===== src/design/bba_pkg.sv =====
// ----------------------------------------------------------------------------
// bba_pkg: shared types and constants of the bitmap block allocator
// Field widths, status and opcode codes, controller states and the
// command/status bundles between controller and datapath.
// ----------------------------------------------------------------------------
package bba_pkg;

	localparam int BLK_W       = 12;    // block number field
	localparam int CNT_W       = 13;    // block counts and limits
	localparam int BLOCK_SPAN  = 4096;  // range of the block number field
	localparam int DIV_SH      = 20;    // reciprocal scale for block/word split

	typedef enum logic {
		OP_ALLOC = 1'b0,
		OP_FREE  = 1'b1
	} op_t;

	typedef enum logic [1:0] {
		ST_OK         = 2'd0,
		ST_FULL       = 2'd1,
		ST_FREE_AGAIN = 2'd2,
		ST_RANGE      = 2'd3
	} status_t;

	typedef enum logic {
		CFG_TOTAL    = 1'b0,
		CFG_RESERVED = 1'b1
	} cfg_idx_t;

	typedef enum logic [2:0] {
		S_CLEAR,
		S_IDLE,
		S_DIV1,
		S_DIV2,
		S_PREP,
		S_SCAN,
		S_FREE_CHK,
		S_DONE
	} state_t;

	typedef struct packed {
		logic clear;
		logic accept;
		logic prep;
		logic scan_init;
		logic scan;
		logic free_chk;
		logic out_load;
	} cmd_t;

	typedef struct packed {
		logic clr_last;
		logic is_alloc;
		logic full_now;
		logic range_err;
		logic found;
		logic exhausted;
	} sts_t;

endpackage


===== src/design/bba_ctrl.sv =====
// ----------------------------------------------------------------------------
// bba_ctrl: allocator sequencer
// Runs the clearing pass after reset, then steps each request through the
// block split, the bitmap scan or bit check, and the response register.
// ----------------------------------------------------------------------------
module bba_ctrl import bba_pkg::*; (
	input  logic clk,
	input  logic arst_n,
	input  logic in_valid,
	output logic in_ready,
	output logic out_valid,
	input  logic out_ready,
	input  sts_t sts,
	output cmd_t cmd
);

	state_t state_q, state_nxt;
	logic   out_vld_q;

	always_ff @(posedge clk or negedge arst_n) begin
		if (!arst_n) begin
			state_q   <= S_CLEAR;
			out_vld_q <= 1'b0;
		end else begin
			state_q <= state_nxt;
			if (cmd.out_load) begin
				out_vld_q <= 1'b1;
			end else if (out_ready) begin
				out_vld_q <= 1'b0;
			end
		end
	end

	always_comb begin
		state_nxt = state_q;
		cmd       = '0;
		in_ready  = 1'b0;
		unique case (state_q)
			S_CLEAR: begin
				cmd.clear = 1'b1;
				if (sts.clr_last) begin
					state_nxt = S_IDLE;
				end
			end
			S_IDLE: begin
				in_ready = 1'b1;
				if (in_valid) begin
					cmd.accept = 1'b1;
					state_nxt  = S_DIV1;
				end
			end
			S_DIV1: state_nxt = S_DIV2;
			S_DIV2: state_nxt = S_PREP;
			S_PREP: begin
				cmd.prep = 1'b1;
				if (sts.is_alloc) begin
					if (sts.full_now) begin
						state_nxt = S_DONE;
					end else begin
						cmd.scan_init = 1'b1;
						state_nxt     = S_SCAN;
					end
				end else begin
					state_nxt = sts.range_err ? S_DONE : S_FREE_CHK;
				end
			end
			S_SCAN: begin
				cmd.scan = 1'b1;
				if (sts.found || sts.exhausted) begin
					state_nxt = S_DONE;
				end
			end
			S_FREE_CHK: begin
				cmd.free_chk = 1'b1;
				state_nxt    = S_DONE;
			end
			S_DONE: begin
				// hold until the output register is free
				if (!out_vld_q || out_ready) begin
					cmd.out_load = 1'b1;
					state_nxt    = S_IDLE;
				end
			end
			default: state_nxt = S_IDLE;
		endcase
	end

	assign out_valid = out_vld_q;

endmodule


===== config.mk =====
export PLATFORM = sky130hd
export DESIGN_NAME = bba_ctrl
export DESIGN_NICKNAME = d
export VERILOG_FILES = /design/src/design/bba_pkg.sv /design/src/design/bba_ctrl.sv
export SDC_FILE = /design/constraint.sdc
export NUM_CORES = 1
export LEC_CHECK = 0
export ABC_CLOCK_PERIOD_IN_PS = 2200
export BUFFER_PORTS_ARGS = -buffer_cell sky130_fd_sc_hd__buf_2
export CAP_MARGIN = 20
export CELL_PAD_IN_SITES_DETAIL_PLACEMENT = 1
export CELL_PAD_IN_SITES_GLOBAL_PLACEMENT = 2
export CORE_MARGIN = 1.5
export CORE_UTILIZATION = 21
export DETAILED_ROUTE_END_ITERATION = 7
export PLACE_DENSITY_LB_ADDON = 0.2
export SYNTH_ARGS = -nofsm -noshare
export SYNTH_HDL_FRONTEND = slang
export SYNTH_SLANG_ARGS = --single-unit

===== constraint.sdc =====
create_clock -name clk -period 2.2 [get_ports clk]
set_clock_uncertainty 0.15 [all_clocks]
set_input_delay 0.11 -clock clk [delete_from_list [all_inputs] [get_ports clk]]
set_output_delay 0.11 -clock clk [all_outputs]
set_load 0.05 [all_outputs]

==> results.cfg <==
[run_status]
status = finished clean

[setup_path]
worstSetupPathType = reg2reg
worstPathMaxFanout = 9
cp.arrival_ns = 1.81
crit_start = state_q[0]
rrSetupSlack_ns = 0.35
cp_data_required_time_ns = 2.16
reg2reg_from = state_q[0]
start_kind = flop
endpoint_kind = flop

[grt]
grt_usage = 0.134
grt_pass1_wl_mm = 1.29
grt_start_max_net_pins = 12
grt_pass1_vias = 291
antenna_found_initial = 0
overflow = 0

[power_and_ir_drop]
clockPowerShare = 0.130
leakagePower_nw = 0.226
max-vdd-ir-drop_v = 0.000682
p_int_uw = 312
power_switching_uw = 404
pwr-share-seq = 0.272
switching_share = 0.565
powerDensity_mw_per_mm2 = 1700
combPwrFrac = 0.597

[clock_network]
insertion_delay_ns = 0.24
clock_sinks = 4
cts_root_buf = clkbuf_4
clk_pin_slew_worst_paths_ns = 0.04
htree_levels = 1
cts.path.max_buffers = 2
post-cts-setup-buffers = 0
cts_tree = built
cts_buffers = 3

[logic_synthesis]
synth-seq-cells = 4
synth_area_sq_um = 297
synth_fp_nets = 45
yosysMostFrequentCell = nor2_1
ys_async_sr_fraction = 1.00
synth_top_area_cell = dfrtp_1
yosysUniqueCellTypes = 19
ys_warn_count = 0
synth-edff-count = 0
synth_top_area_frac = 0.338
syn_avg_cell_area_sq_um = 8.47
synth_common_cells = 8 x nor2_1, 4 x dfrtp_1
synth_ff_type = dfrtp_1
synthTopCellsByArea = dfrtp_1 34%, nor2_1 10%, buf_6 7.6%
synth_cells = 35
ys_seq_area_frac = 0.338

[floorplanning]
die_height_um = 40.6
die_w_um = 40.6
core_area_sq_mm = 0.00130
start_util = 0.228
fp-row-count = 13
io_pins = 19
dieArea_sq_mm = 0.00165

[sta]
worst_slew_pin_slew_ns = 0.389
finalMaxSlewViolations = 0
finalCritPeriodShare = 0.839
rsz0062_at_grt = false
setup_viol = 0
finalHoldViolCount = 0
max_freq_ghz = 0.542
slew-limit-headroom = 0.741
finalSetupTns_ns = 0
layout_min_cycle_time_ns = 1.85

[detailed_routing]
drt_iter0_drc = 1
viasPerCell = 4.46
route.vias.total = 317
drtPass1Iterations = 2
antenna_left = 0
wl_per_cell_um = 10.8
drc_errors = 0
wl_um = 768

[hold_path]
min_path_type = in2reg
hp-start = sts[1]

[placement]
dp_hpwl_um = 572
place_inst = 65
gp_congestion = 0.635
numPortBuffers = 18

[flow_run]
max_cap_viol_count = 0

[cells_and_area]
nFillCells = 177
multiInputGateArea_sq_um = 153
drive_above_1_share = 0.429
antenna_cells = 0
final_cells = 71
synthToLayoutAreaGrowth_pct = 42.2
seq_area_sq_um = 100
nNetsFinal = 68
==> metal layers <==
layer  global-route usage  vias to the layer above  routed length [um]
met4               0.0750                        0                  14
met1                0.154                      142                 340
met3                0.100                        2                  81
met5                    0                        -                   0
li1                     -                      157                   -
met2                0.175                       16                 332
==> worst max-delay path, cell delays in order (launching register included) <==
cell and delay, ns:
dfrtp_1 0.51, nor2_4 0.16, nand2_2 0.07, o32a_1 0.29, dlygate4sd3_1 0.55
==> power by group through the flow <==
stage | Combinational, mW | Clock, mW | Sequential, mW
4_1_cts | 0.434 | 0.0975 | 0.195
2_1_floorplan | 0.414 | 0 | 0.158
6_report | 0.428 | 0.0933 | 0.195
5_1_grt | 0.470 | 0.105 | 0.210
3_5_place_dp | 0.414 | 0 | 0.197
3_3_place_gp | 0.417 | 0 | 0.193
==> worst paths after layout <==
path,to,cells past startpoint
max,state_q[0],4
max reg2reg,state_q[0],4
min,state_q[1],3
min reg2reg,out_valid,2
min in group asynchronous,state_q[1],2
max in group asynchronous,state_q[0],2
==> timing repair <==
item	in CTS	in global routing
resized for setup	0	0
hold buffers	3	0
hold endpoints to repair	5	0
==> cells by family (layout without fill, tap and decap cells) <==
logic type / after synthesis / after routing / synth area share
DFF: 4 / 4 / 0.338
AOI/OAI and AO/OA: 7 / 7 / 0.165
buffers and inverters: 5 / 26 / 0.148
and+or+nand+nor: 19 / 19 / 0.350
==> per-stage QoR <==
stage | hold slack, ns | setup WS (ns) | power [mW] | utilization | area, sq um
final | 0.0212 | 0.355 | 0.716 | 0.324 | 422
after global routing | 0.0360 | 0.263 | 0.784 | 0.324 | 422
after CTS | 0.0212 | 0.349 | 0.727 | 0.324 | 422
after detailed placement | -0.231 | 0.773 | 0.610 | 0.284 | 369
after global placement | -0.235 | 0.780 | 0.610 | 0.284 | 369
after floorplan | -0.336 | 0.109 | 0.573 | - | 297
==> flip-flops by register name, summed over array words and instances, names as in the netlist <==
register,cells
state_q,3
out_valid,1
==> final cells by class <==
class                   count  area share
multi-input cells          26       0.362
repair buffers             21       0.285
flip-flops and latches      4       0.237
clock buffers               3      0.0534
well taps                  15      0.0445
inverters                   2      0.0178
==> placed cells by master (no fill, tap or decap), types with 2 or more instances in the layout <==
cell	synthesis	final
dlygate4sd3_1	0	3
inv_1	2	2
a211oi_1	2	2
a21oi_1	2	2
clkbuf_4	0	3
nor2_1	8	8
nand2b_1	2	2
dfrtp_1	4	4
nand2_1	2	2
buf_2	0	18
Power figures use the tool's default switching activity.
